==> config.mk <==
export PLATFORM = sky130hd
export DESIGN_NAME = two_wire_humidity_sensor_master_core
export DESIGN_NICKNAME = d
export VERILOG_FILES = /design/src/sv/twhsm_pkg.sv /design/src/sv/twhsm_div.sv /design/src/sv/twhsm_seq.sv /design/src/sv/two_wire_humidity_sensor_master_core.sv
export SDC_FILE = /design/constraint.sdc
export NUM_CORES = 2
export LEC_CHECK = 0
export BUFFER_PORTS_ARGS = -buffer_cell sky130_fd_sc_hd__buf_4
export CAP_MARGIN = 0
export CORE_AREA = 2 2 306 308
export CTS_CLUSTER_SIZE = 10
export DETAILED_ROUTE_END_ITERATION = 8
export DIE_AREA = 0 0 308 310
export GPL_ROUTABILITY_DRIVEN = 1
export HOLD_SLACK_MARGIN = 0.06
export PLACE_DENSITY = 0.62
export SKIP_LAST_GASP = 1
export SLEW_MARGIN = 20
export SYNTH_ARGS = -nofsm -noshare
export SYNTH_HDL_FRONTEND = slang
export SYNTH_SLANG_ARGS = --single-unit
==> constraint.sdc <==
create_clock -name clk -period 16.2 [get_ports clk]
set_clock_uncertainty 0.2 [all_clocks]
set_input_delay 0 -clock clk [delete_from_list [all_inputs] [get_ports clk]]
set_output_delay 0 -clock clk [all_outputs]
set_load 0.05 [all_outputs]
==> src/sv/twhsm_pkg.sv <==
// ----------------------------------------------------------------------------
// twhsm_pkg: shared types and constants
// Action codes, sensor commands, start-pattern tables and conversion constants
// for the two-wire humidity sensor master.
// ----------------------------------------------------------------------------
package twhsm_pkg;

	// action codes
	localparam logic [1:0] ACT_TEMP     = 2'd0;
	localparam logic [1:0] ACT_HUM      = 2'd1;
	localparam logic [1:0] ACT_STATUS   = 2'd2;
	localparam logic [1:0] ACT_LINK_RST = 2'd3;

	// sensor command bytes
	localparam logic [7:0] CMD_TEMP   = 8'h03;
	localparam logic [7:0] CMD_HUM    = 8'h05;
	localparam logic [7:0] CMD_STATUS = 8'h06;

	// clock pulses sent with data released during a link reset
	localparam int RESET_PULSES = 10;

	// transmission start pattern, one bit per tick, tick 0 in bit 0
	localparam logic [8:0] START_DATA = 9'b110000011;
	localparam logic [8:0] START_CLK  = 9'b011000110;

	// conversion constants (hundredths)
	localparam logic [16:0] TEMP_OFFSET = 17'd4000;
	localparam logic [16:0] HUM_OFFSET  = 17'd400;
	localparam logic [15:0] RAW_CLAMP   = 16'd4095;
	localparam logic [20:0] HUM_LIN     = 21'd405;
	localparam logic [28:0] HUM_SQR     = 29'd28;

	// reciprocal division: n/100 = (n*RECIP_SMALL) >> SHIFT_SMALL, exact for n < 2**21;
	// n/100000 = (n*RECIP_LARGE) >> SHIFT_LARGE, exact for n < 2**29
	localparam int          DIV_W       = 29;
	localparam int          RECIP_W     = 30;
	localparam int          PROD_W      = 59;
	localparam int          SHIFT_SMALL = 28;
	localparam int          SHIFT_LARGE = 46;
	localparam logic [29:0] RECIP_SMALL = 30'd2684355;
	localparam logic [29:0] RECIP_LARGE = 30'd703687442;

	typedef enum logic [1:0] {
		KIND_NONE = 2'd0,
		KIND_TEMP = 2'd1,
		KIND_HUM  = 2'd2
	} meas_kind_t;

	// result of one phase tick, before conversion
	typedef struct packed {
		logic        clock_level;
		logic        data_level;
		logic        busy_res;
		logic        done_res;
		logic [1:0]  done_action;
		logic        ack_error;
		logic [15:0] raw_value;
		meas_kind_t  kind;
	} tick_res_t;

endpackage

==> src/sv/twhsm_div.sv <==
// ----------------------------------------------------------------------------
// twhsm_div: constant divider
// Floor division by 100 or 100000 through one shared reciprocal multiplier;
// the product of dividend and reciprocal is registered, and done flags the quotient.
// ----------------------------------------------------------------------------
module twhsm_div (
	input  logic                        clk,
	input  logic                        arst_n,
	input  logic                        start,
	input  logic                        sel_large,
	input  logic [twhsm_pkg::DIV_W-1:0] dividend,
	output logic                        done,
	output logic [twhsm_pkg::DIV_W-1:0] quotient
);

	logic                           busy_q;
	logic                           done_q;
	logic                           large_q;
	logic [twhsm_pkg::DIV_W-1:0]    dvd_q;
	logic [twhsm_pkg::PROD_W-1:0]   prod_q;
	logic [twhsm_pkg::RECIP_W-1:0]  recip;
	logic [twhsm_pkg::PROD_W-1:0]   prod_nx;
	logic [twhsm_pkg::PROD_W-1:0]   quo_full;

	always_comb begin
		recip    = large_q ? twhsm_pkg::RECIP_LARGE : twhsm_pkg::RECIP_SMALL;
		prod_nx  = twhsm_pkg::PROD_W'(dvd_q) * twhsm_pkg::PROD_W'(recip);
		quo_full = large_q ? (prod_q >> twhsm_pkg::SHIFT_LARGE) :
		                     (prod_q >> twhsm_pkg::SHIFT_SMALL);
	end

	always_ff @(posedge clk or negedge arst_n) begin
		if (!arst_n) begin
			busy_q <= 1'b0;
			done_q <= 1'b0;
		end else begin
			done_q <= 1'b0;
			if (start) begin
				busy_q <= 1'b1;
			end else if (busy_q) begin
				busy_q <= 1'b0;
				done_q <= 1'b1;
			end
		end
	end

	// datapath
	always_ff @(posedge clk) begin
		if (start) begin
			dvd_q   <= dividend;
			large_q <= sel_large;
		end
		if (busy_q) prod_q <= prod_nx;
	end

	assign done     = done_q;
	assign quotient = quo_full[twhsm_pkg::DIV_W-1:0];

endmodule

==> src/sv/twhsm_seq.sv <==
// ----------------------------------------------------------------------------
// twhsm_seq: two-wire bus sequencer
// Advances the bus sequence by one phase tick per step strobe and registers
// the line levels and status of that tick.
// ----------------------------------------------------------------------------
module twhsm_seq (
	input  logic                  clk,
	input  logic                  arst_n,
	input  logic                  step_en,
	input  logic                  request,
	input  logic [1:0]            action,
	input  logic [7:0]            status_value,
	input  logic                  data_in,
	output twhsm_pkg::tick_res_t  res
);

	typedef enum logic [13:0] {
		ST_IDLE   = 14'b00000000000001,
		ST_RSTP   = 14'b00000000000010,
		ST_START  = 14'b00000000000100,
		ST_CMD    = 14'b00000000001000,
		ST_CMDACK = 14'b00000000010000,
		ST_WAIT   = 14'b00000000100000,
		ST_WDLY   = 14'b00000001000000,
		ST_RBIT   = 14'b00000010000000,
		ST_RACK1  = 14'b00000100000000,
		ST_RACK2  = 14'b00001000000000,
		ST_SSET   = 14'b00010000000000,
		ST_SHIGH  = 14'b00100000000000,
		ST_SLOW   = 14'b01000000000000,
		ST_SACK   = 14'b10000000000000
	} seq_state_t;

	seq_state_t step_q, e_step, n_step;
	logic [1:0]  pw_q, e_pw, n_pw;
	logic [3:0]  bc_q, e_bc, n_bc;
	logic [15:0] rx_q, e_rx, n_rx;
	logic [7:0]  send_q, e_send, n_send;
	logic [1:0]  act_q, e_act, n_act;
	logic        clk_q, n_clk;
	logic        dat_q, n_dat;
	logic        ack_q, e_ack, n_ack;
	logic        fin;
	logic        busy;
	logic [3:0]  st_idx;
	logic        cmd_bit;
	logic        stat_bit;
	logic [7:0]  stat_byte;
	twhsm_pkg::tick_res_t res_n;
	twhsm_pkg::tick_res_t res_q;

	always_comb begin
		// request taken only when idle
		e_step = step_q;
		e_pw   = pw_q;
		e_bc   = bc_q;
		e_rx   = rx_q;
		e_send = send_q;
		e_act  = act_q;
		e_ack  = ack_q;
		if (step_q == ST_IDLE && request) begin
			e_act  = action;
			e_send = (action == twhsm_pkg::ACT_TEMP) ? twhsm_pkg::CMD_TEMP :
			         (action == twhsm_pkg::ACT_HUM)  ? twhsm_pkg::CMD_HUM  :
			                                           twhsm_pkg::CMD_STATUS;
			e_rx   = (action == twhsm_pkg::ACT_STATUS) ? {8'd0, status_value} : 16'd0;
			e_ack  = 1'b0;
			e_bc   = 4'd0;
			e_pw   = 2'd0;
			e_step = (action == twhsm_pkg::ACT_LINK_RST) ? ST_RSTP : ST_START;
		end

		busy      = (e_step != ST_IDLE);
		st_idx    = (e_bc > 4'd8) ? 4'd8 : e_bc;
		cmd_bit   = e_send[3'd7 - e_bc[2:0]];
		stat_byte = e_rx[7:0];
		stat_bit  = stat_byte[3'd7 - e_bc[2:0]];

		n_step = e_step;
		n_pw   = e_pw;
		n_bc   = e_bc;
		n_rx   = e_rx;
		n_send = e_send;
		n_act  = e_act;
		n_ack  = e_ack;
		n_clk  = clk_q;
		n_dat  = dat_q;
		fin    = 1'b0;

		unique case (e_step)
			ST_IDLE: begin
				n_dat = 1'b1;
				n_clk = 1'b0;
			end
			ST_RSTP: begin
				n_dat = 1'b1;
				if (e_pw == 2'd0) begin
					n_clk = 1'b1;
					n_pw  = 2'd1;
				end else begin
					n_clk = 1'b0;
					n_pw  = 2'd0;
					if (({1'b0, e_bc} + 5'd1) >= 5'(twhsm_pkg::RESET_PULSES)) begin
						n_bc   = 4'd0;
						n_step = ST_START;
					end else begin
						n_bc = e_bc + 4'd1;
					end
				end
			end
			ST_START: begin
				n_dat = twhsm_pkg::START_DATA[st_idx];
				n_clk = twhsm_pkg::START_CLK[st_idx];
				if (st_idx < 4'd8) begin
					n_bc = st_idx + 4'd1;
				end else begin
					n_bc = 4'd0;
					n_pw = 2'd0;
					if (e_act == twhsm_pkg::ACT_LINK_RST) fin = 1'b1;
					else n_step = ST_CMD;
				end
			end
			ST_CMD: begin
				n_dat = cmd_bit;
				if (e_pw == 2'd0) begin
					n_clk = 1'b0;
					n_pw  = 2'd1;
				end else begin
					n_clk = 1'b1;
					n_pw  = 2'd0;
					if (e_bc[2:0] == 3'd7) begin
						n_bc   = 4'd0;
						n_step = ST_CMDACK;
					end else begin
						n_bc = {1'b0, e_bc[2:0] + 3'd1};
					end
				end
			end
			ST_CMDACK: begin
				n_dat = 1'b1;
				if (e_pw == 2'd0) begin
					n_clk = 1'b0;
					n_pw  = 2'd1;
				end else begin
					n_clk  = 1'b1;
					n_pw   = 2'd0;
					n_bc   = 4'd0;
					n_step = (e_act == twhsm_pkg::ACT_STATUS) ? ST_SSET : ST_WAIT;
				end
			end
			ST_WAIT: begin
				// no timeout: stays here until the sensor pulls data low
				n_dat = 1'b1;
				n_clk = 1'b0;
				if (!data_in) n_step = ST_WDLY;
			end
			ST_WDLY: begin
				n_dat  = 1'b1;
				n_clk  = 1'b0;
				n_rx   = 16'd0;
				n_bc   = 4'd0;
				n_pw   = 2'd0;
				n_step = ST_RBIT;
			end
			ST_RBIT: begin
				n_dat = 1'b1;
				if (e_pw == 2'd0) begin
					n_clk = 1'b1;
					n_rx  = {e_rx[14:0], data_in};
					n_pw  = 2'd1;
				end else begin
					n_clk = 1'b0;
					n_pw  = 2'd0;
					if (e_bc == 4'd7) n_step = ST_RACK1;
					else if (e_bc == 4'd15) n_step = ST_RACK2;
					else n_bc = e_bc + 4'd1;
				end
			end
			ST_RACK1, ST_RACK2: begin
				// ack the first byte, skip the checksum
				priority if (e_pw == 2'd0) begin
					n_dat = (e_step == ST_RACK2);
					n_clk = 1'b0;
					n_pw  = 2'd1;
				end else if (e_pw == 2'd1) begin
					n_dat = (e_step == ST_RACK2);
					n_clk = 1'b1;
					n_pw  = 2'd2;
				end else begin
					n_dat = 1'b1;
					n_clk = 1'b0;
					n_pw  = 2'd0;
					if (e_step == ST_RACK2) begin
						fin = 1'b1;
					end else begin
						n_bc   = 4'd8;
						n_step = ST_RBIT;
					end
				end
			end
			ST_SSET: begin
				n_dat  = stat_bit;
				n_clk  = 1'b0;
				n_pw   = 2'd0;
				n_step = ST_SHIGH;
			end
			ST_SHIGH: begin
				n_dat = stat_bit;
				n_clk = 1'b1;
				if (e_pw >= 2'd2) begin
					n_pw   = 2'd0;
					n_step = ST_SLOW;
				end else begin
					n_pw = e_pw + 2'd1;
				end
			end
			ST_SLOW: begin
				n_dat = stat_bit;
				n_clk = 1'b0;
				if (e_bc[2:0] == 3'd7) begin
					n_step = ST_SACK;
				end else begin
					n_bc   = {1'b0, e_bc[2:0] + 3'd1};
					n_step = ST_SSET;
				end
			end
			ST_SACK: begin
				n_dat = 1'b1;
				n_clk = 1'b1;
				n_ack = data_in;
				fin   = 1'b1;
			end
			default: begin
				fin = 1'b1;
			end
		endcase

		if (fin) begin
			n_step = ST_IDLE;
			n_pw   = 2'd0;
			n_bc   = 4'd0;
		end

		res_n.clock_level = n_clk;
		res_n.data_level  = n_dat;
		res_n.busy_res    = busy;
		res_n.done_res    = fin;
		res_n.done_action = fin ? e_act : 2'd0;
		res_n.ack_error   = (fin && e_act == twhsm_pkg::ACT_STATUS) ? n_ack : 1'b0;
		res_n.raw_value   = (fin && (e_act == twhsm_pkg::ACT_TEMP ||
		                             e_act == twhsm_pkg::ACT_HUM)) ? n_rx : 16'd0;
		res_n.kind        = !fin                          ? twhsm_pkg::KIND_NONE :
		                    (e_act == twhsm_pkg::ACT_TEMP) ? twhsm_pkg::KIND_TEMP :
		                    (e_act == twhsm_pkg::ACT_HUM)  ? twhsm_pkg::KIND_HUM  :
		                                                     twhsm_pkg::KIND_NONE;
	end

	always_ff @(posedge clk or negedge arst_n) begin
		if (!arst_n) begin
			step_q <= ST_IDLE;
			pw_q   <= 2'd0;
			bc_q   <= 4'd0;
			rx_q   <= 16'd0;
			send_q <= 8'd0;
			act_q  <= 2'd0;
			clk_q  <= 1'b0;
			dat_q  <= 1'b1;
			ack_q  <= 1'b0;
		end else if (step_en) begin
			step_q <= n_step;
			pw_q   <= n_pw;
			bc_q   <= n_bc;
			rx_q   <= n_rx;
			send_q <= n_send;
			act_q  <= n_act;
			clk_q  <= n_clk;
			dat_q  <= n_dat;
			ack_q  <= n_ack;
		end
	end

	always_ff @(posedge clk) begin
		if (step_en) res_q <= res_n;
	end

	assign res = res_q;

endmodule

==> src/sv/two_wire_humidity_sensor_master_core.sv <==
// ----------------------------------------------------------------------------
// two_wire_humidity_sensor_master_core: two-wire humidity sensor master
// One input transaction per 2 us phase tick; each gives one result
// transaction with the bus line levels, status and converted measurement.
// ----------------------------------------------------------------------------
//
//  channel  dir  tdata                                         tuser
//  s_axis   in   request, status_value, data_in (16 b)         action
//  m_axis   out  line levels, status, raw, measurement (40 b)  done_action
//
// Steps: an ordinary tick goes from the accept through C_CONV and C_EMIT back
//   to C_READY; the result register loads in C_EMIT. The tick that completes a
//   humidity measurement also passes C_DIVA and C_DIVB: the two quotients
//   (405*r/100 and 28*r*r/100000) go one after the other through a single
//   reciprocal multiplier.
// s_axis_tready is high only between ticks; a finished result waits in the
//   output register while the next tick is accepted and worked on.
// Reset: arst_n clears the bus sequence to idle (clock low, data released)
//   and empties the output register.
// Stalls: m_axis_tready low holds the result; a second result then waits
//   in the final step until the register frees up.
// ----------------------------------------------------------------------------
module two_wire_humidity_sensor_master_core (
	input  logic        clk,
	input  logic        arst_n,
	input  logic        s_axis_tvalid,
	output logic        s_axis_tready,
	// [0] request, [8:1] status_value, [9] data_in, [15:10] zero
	input  logic [15:0] s_axis_tdata,
	// [1:0] action
	input  logic [1:0]  s_axis_tuser,
	output logic        m_axis_tvalid,
	input  logic        m_axis_tready,
	// [0] clock_level, [1] data_level, [2] busy_res, [3] done_res,
	// [4] ack_error, [20:5] raw_value, [37:21] measurement_x100, [39:38] zero
	output logic [39:0] m_axis_tdata,
	// [1:0] done_action
	output logic [1:0]  m_axis_tuser
);

	typedef enum logic [4:0] {
		C_READY = 5'b00001,
		C_CONV  = 5'b00010,
		C_DIVA  = 5'b00100,
		C_DIVB  = 5'b01000,
		C_EMIT  = 5'b10000
	} ctrl_state_t;

	ctrl_state_t state_q;

	logic                        s_acc;
	twhsm_pkg::tick_res_t        res;
	logic [11:0]                 hum_r;
	logic [23:0]                 sq_q;
	logic [14:0]                 q1_q;
	logic signed [16:0]          meas_q;
	logic                        div_start;
	logic                        div_large;
	logic [twhsm_pkg::DIV_W-1:0] div_dvd;
	logic                        div_done;
	logic [twhsm_pkg::DIV_W-1:0] div_quo;
	logic [20:0]                 lin_term;
	logic [28:0]                 sqr_term;
	logic                        emit;
	logic                        m_valid_q;
	logic [39:0]                 m_data_q;
	logic [1:0]                  m_user_q;

	assign s_axis_tready = (state_q == C_READY);
	assign s_acc         = s_axis_tvalid && s_axis_tready;

	// bus sequencer advances one phase tick per accepted transaction
	twhsm_seq u_seq (
		.clk          (clk),
		.arst_n       (arst_n),
		.step_en      (s_acc),
		.request      (s_axis_tdata[0]),
		.action       (s_axis_tuser),
		.status_value (s_axis_tdata[8:1]),
		.data_in      (s_axis_tdata[9]),
		.res          (res)
	);

	// humidity input saturated to 12 bits
	assign hum_r    = (res.raw_value > twhsm_pkg::RAW_CLAMP) ? 12'hFFF : res.raw_value[11:0];
	assign lin_term = 21'(hum_r) * twhsm_pkg::HUM_LIN;
	assign sqr_term = 29'(sq_q) * twhsm_pkg::HUM_SQR;

	// first pass: linear term / 100, second pass: square term / 100000
	assign div_start = ((state_q == C_CONV) && (res.kind == twhsm_pkg::KIND_HUM)) ||
	                   ((state_q == C_DIVA) && div_done);
	assign div_large = (state_q == C_DIVA);
	assign div_dvd   = (state_q == C_CONV) ? twhsm_pkg::DIV_W'(lin_term) : sqr_term;

	twhsm_div u_div (
		.clk       (clk),
		.arst_n    (arst_n),
		.start     (div_start),
		.sel_large (div_large),
		.dividend  (div_dvd),
		.done      (div_done),
		.quotient  (div_quo)
	);

	assign emit = (state_q == C_EMIT) && (!m_valid_q || m_axis_tready);

	always_ff @(posedge clk or negedge arst_n) begin
		if (!arst_n) begin
			state_q   <= C_READY;
			m_valid_q <= 1'b0;
		end else begin
			if (emit) m_valid_q <= 1'b1;
			else if (m_axis_tready) m_valid_q <= 1'b0;

			unique case (state_q)
				C_READY: if (s_acc) state_q <= C_CONV;
				C_CONV: begin
					if (res.kind == twhsm_pkg::KIND_HUM) state_q <= C_DIVA;
					else state_q <= C_EMIT;
				end
				C_DIVA:  if (div_done) state_q <= C_DIVB;
				C_DIVB:  if (div_done) state_q <= C_EMIT;
				C_EMIT:  if (emit) state_q <= C_READY;
				default: state_q <= C_READY;
			endcase
		end
	end

	// conversion datapath and result register
	always_ff @(posedge clk) begin
		if (state_q == C_CONV) begin
			sq_q <= 24'(hum_r) * 24'(hum_r);
			unique case (res.kind)
				twhsm_pkg::KIND_TEMP: meas_q <= $signed({1'b0, res.raw_value} -
				                                        twhsm_pkg::TEMP_OFFSET);
				twhsm_pkg::KIND_HUM:  meas_q <= '0;
				default:              meas_q <= '0;
			endcase
		end
		if (state_q == C_DIVA && div_done) q1_q <= div_quo[14:0];
		if (state_q == C_DIVB && div_done) begin
			meas_q <= $signed({2'b00, q1_q} - {4'b0000, div_quo[12:0]} -
			                  twhsm_pkg::HUM_OFFSET);
		end
		if (emit) begin
			m_data_q <= {2'b00, meas_q, res.raw_value, res.ack_error, res.done_res,
			             res.busy_res, res.data_level, res.clock_level};
			m_user_q <= res.done_action;
		end
	end

	assign m_axis_tvalid = m_valid_q;
	assign m_axis_tdata  = m_data_q;
	assign m_axis_tuser  = m_user_q;

`ifndef SYNTH
	// one tick at a time: no accept on the cycle after an accept
	a_one_tick: assert property (@(posedge clk) disable iff (!arst_n)
		s_acc |=> !s_axis_tready)
		else $error("input accepted while previous tick in progress");

	// a completion is always reported inside a busy tick
	a_done_busy: assert property (@(posedge clk) disable iff (!arst_n)
		m_axis_tvalid |-> (!m_axis_tdata[3] || m_axis_tdata[2]))
		else $error("done without busy");

	// idle ticks leave the bus released with clock low
	a_idle_lines: assert property (@(posedge clk) disable iff (!arst_n)
		(m_axis_tvalid && !m_axis_tdata[2]) |-> (!m_axis_tdata[0] && m_axis_tdata[1]))
		else $error("bus driven while idle");

	// completed action reported only on a done tick
	a_done_action: assert property (@(posedge clk) disable iff (!arst_n)
		(m_axis_tvalid && !m_axis_tdata[3]) |-> (m_axis_tuser == 2'd0))
		else $error("done_action set without done");

	// divider results only arrive while a humidity conversion waits for them
	a_div_owner: assert property (@(posedge clk) disable iff (!arst_n)
		div_done |-> ((state_q == C_DIVA) || (state_q == C_DIVB)))
		else $error("stray divider completion");
`endif

endmodule

==> metrics.yaml <==
status: "finished, final reports clean"
crit_arrival_ps: 9970
antenna_found_initial: 0
synth_seq_cells: 235
drt-total-wl_um: 86900
fp.dieArea_um2: 95500
setup_viol: 0
final_common_cell: "inv_1"
synth_xor_area_share_pct: 2.91
grt_max_degree: 62
tritoncts: "done"
synth_area_per_cell_um2: 10.2
drtPass1Iterations: 5
routabilityCongestion: 0.937
cp-start-kind: "flip-flop"
worstMarginPinSlew_ps: 1040
grt_first_pass_wirelength_um: 141000
syn2layout_area_growth_pct: 8.21
critPathKind: "reg2reg"
cts_buffer_depth: 3
num_antenna_cells: 0
setup_tns_ps: 0
required_ps: 16330
cp_slowest_stage_delay_ps: 840
period_needed_ps: 9830
start_util_pct: 39.7
htree_levels: 1
synth-seq-area-share_pct: 18.5
synthFlopType: "edfxtp_1"
drc: 0
drt_iter0_drc: 1389
synthSimpleGateAreaFrac_pct: 9.12
min_path_type: "in2reg"
cts.repair.resized: 0
max_freq_mhz: 102
synth_edf_count: 178
synth_compound_area_share_pct: 7.87
grt_overflow_total: 0
whs_ps: 97.9
root_buffer: "clkbuf_16"
core-area_um2: 92500
ant_nets: 0
drive_above_1_share_pct: 4.79
post_cts_buffers: 0
place.port_buffers: 57
nFillCells: 8911
numCtsBuffers: 29
die_w_um: 308
grt_pass1_vias: 26000
clock_latency_ps: 570
synthDistinctLibCells: 97
row_count: 112
slowest_stage: "edfxtp_1"
dp_hpwl_um: 74300
drv_cap: 0
synthAdderAreaFrac_pct: 51.4
cpMostUsedCell: "fa_1"
track_usage_pct: 18.9
final_area_um2: 39700
placed_area_um2: 38500
via_count: 24400
wl_per_cell_um: 17.8
synthMuxAreaShare_pct: 0.682
nets: 4843
slew_headroom_pct: 30.6
drt-vias-per-instance: 4.99
synth_cells: 3594
path_clk_slew_ps: 60
synth_top_family_by_area: "adder cells"
min_period_over_period_pct: 60.7
final_cell_mix: "inv_1 (841), fa_1 (595), ha_1 (554)"
ios: 66
critPathMaxFanout: 61
cts_sinks: 235
hold_viol_final: 0
die_y_um: 310
async_reset_ff_share_pct: 24.3
rsz0062_at_grt: "no"
slew_viol_final: 0
synth_area_um2: 36700
cp-end-kind: "flip-flop"
ys_warn_count: 0
==> path summary, 6_finish.rpt <==
check	cells after the start	startpoint	end	slack, ps
max in group asynchronous	4	arst_n	u_seq.send_q[6]$_DFFE_PN0P_	15110
hold / removal	3	s_axis_tuser[1]	u_seq.send_q[0]$_DFFE_PN0P_	100
hold reg to reg	0	meas_q[14]$_DFFE_PP_	m_axis_tdata[35]$_DFFE_PP_	220
min in group asynchronous	3	arst_n	u_seq.dat_q$_DFFE_PN1P_	370
setup / recovery	29	u_div.large_q$_DFFE_PP_	u_div.prod_q[47]$_DFFE_PP_	6370
setup reg to reg	29	u_div.large_q$_DFFE_PP_	u_div.prod_q[47]$_DFFE_PP_	6370
==> area by class of cell <==
cell class / count / area [µm²] / area share, %
inverters: 842 / 3160 / 7.96
clock inverters: 6 / 72.6 / 0.183
repair buffers: 100 / 843 / 2.12
well taps: 1197 / 1500 / 3.77
flip-flops and latches: 235 / 6780 / 17.1
clock buffers: 48 / 817 / 2.06
multi-input cells: 2464 / 26500 / 66.8
==> worst max-delay path: cells and delay by family (launching register included) <==
family / cells / cell delay, ps
fa+ha+maj: 9 / 4340
buf+inv: 9 / 1440
simple gates: 5 / 1390
compound gates: 5 / 1000
flops: 1 / 840
xor+xnor: 1 / 320
==> what timing repair did <==
| action | CTS | global route |
|---|---|---|
| endpoints found under the setup margin | 0 | 0 |
| hold buffers | 22 | 0 |
| endpoints found under the hold margin | 107 | 0 |
==> metal layers <==
layer	vias to the layer above	global-route usage, %	wire length [µm]
met5	-	0	0
met3	134	1.89	3600
li1	11700	-	-
met4	0	4.79	2280
met1	12100	25.0	38400
met2	489	33.0	42600
==> cell families (layout without fill, tap and decap cells) <==
kind of cell	count (synthesis)	count (layout)
adders and majority gates	1149	1149
buffers and inverters	923	996
and+or+nand+nor	691	691
AOI/OAI and AO/OA	449	449
DFF	235	235
xor gates and xnor gates	122	122
muxes	23	23
other	2	30
==> flip-flops by register name (all words and copies together) (netlist names), 14 cells and up <==
signal and count:
u_seq.rx_q 16, meas_q 17, q1_q 15, u_div.prod_q 28
u_seq.res 25, u_div.dvd_q 29, m_axis_tdata 38, sq_q 23
u_seq.step_q 14
==> synthesized netlist by cell type (all sizes together), types with 8 or more instances <==
| library cell | number | share of area, % |
|---|---|---|
| a211oi | 22 | 0.46 |
| a21o | 39 | 0.80 |
| a21oi | 119 | 1.6 |
| a22o | 9 | 0.21 |
| a31oi | 15 | 0.29 |
| and2 | 14 | 0.24 |
| and3 | 20 | 0.34 |
| buf | 19 | 0.30 |
| clkbuf | 62 | 0.63 |
| dfrtp | 54 | 3.7 |
| edfxtp | 178 | 15 |
| fa | 595 | 32 |
| ha | 554 | 19 |
| inv | 841 | 8.6 |
| mux2i | 16 | 0.44 |
| nand2 | 225 | 2.3 |
| nand2b | 46 | 0.78 |
| nand3 | 37 | 0.52 |
| nand4 | 15 | 0.29 |
| nor2 | 199 | 2.1 |
| nor2b | 27 | 0.48 |
| nor3 | 45 | 0.67 |
| o211ai | 9 | 0.18 |
| o21a | 16 | 0.33 |
| o21ai | 126 | 1.8 |
| o21bai | 12 | 0.25 |
| o22ai | 18 | 0.31 |
| o31ai | 8 | 0.18 |
| or2 | 9 | 0.15 |
| or3 | 16 | 0.30 |
| xnor2 | 82 | 2.0 |
| xor2 | 40 | 0.96 |
==> per-stage QoR <==
step	worst slack [ps]	utilization (%)	instances
after global placement	6370	41.7	4815
after global routing	5920	42.9	4892
after CTS	6230	42.9	4891
final	6370	42.9	4892
after detailed placement	6320	41.7	4815
after floorplan	8150	-	3622
Power is not shown: default switching activity piles up to over one toggle a cycle in this logic, so the estimate is an artifact.
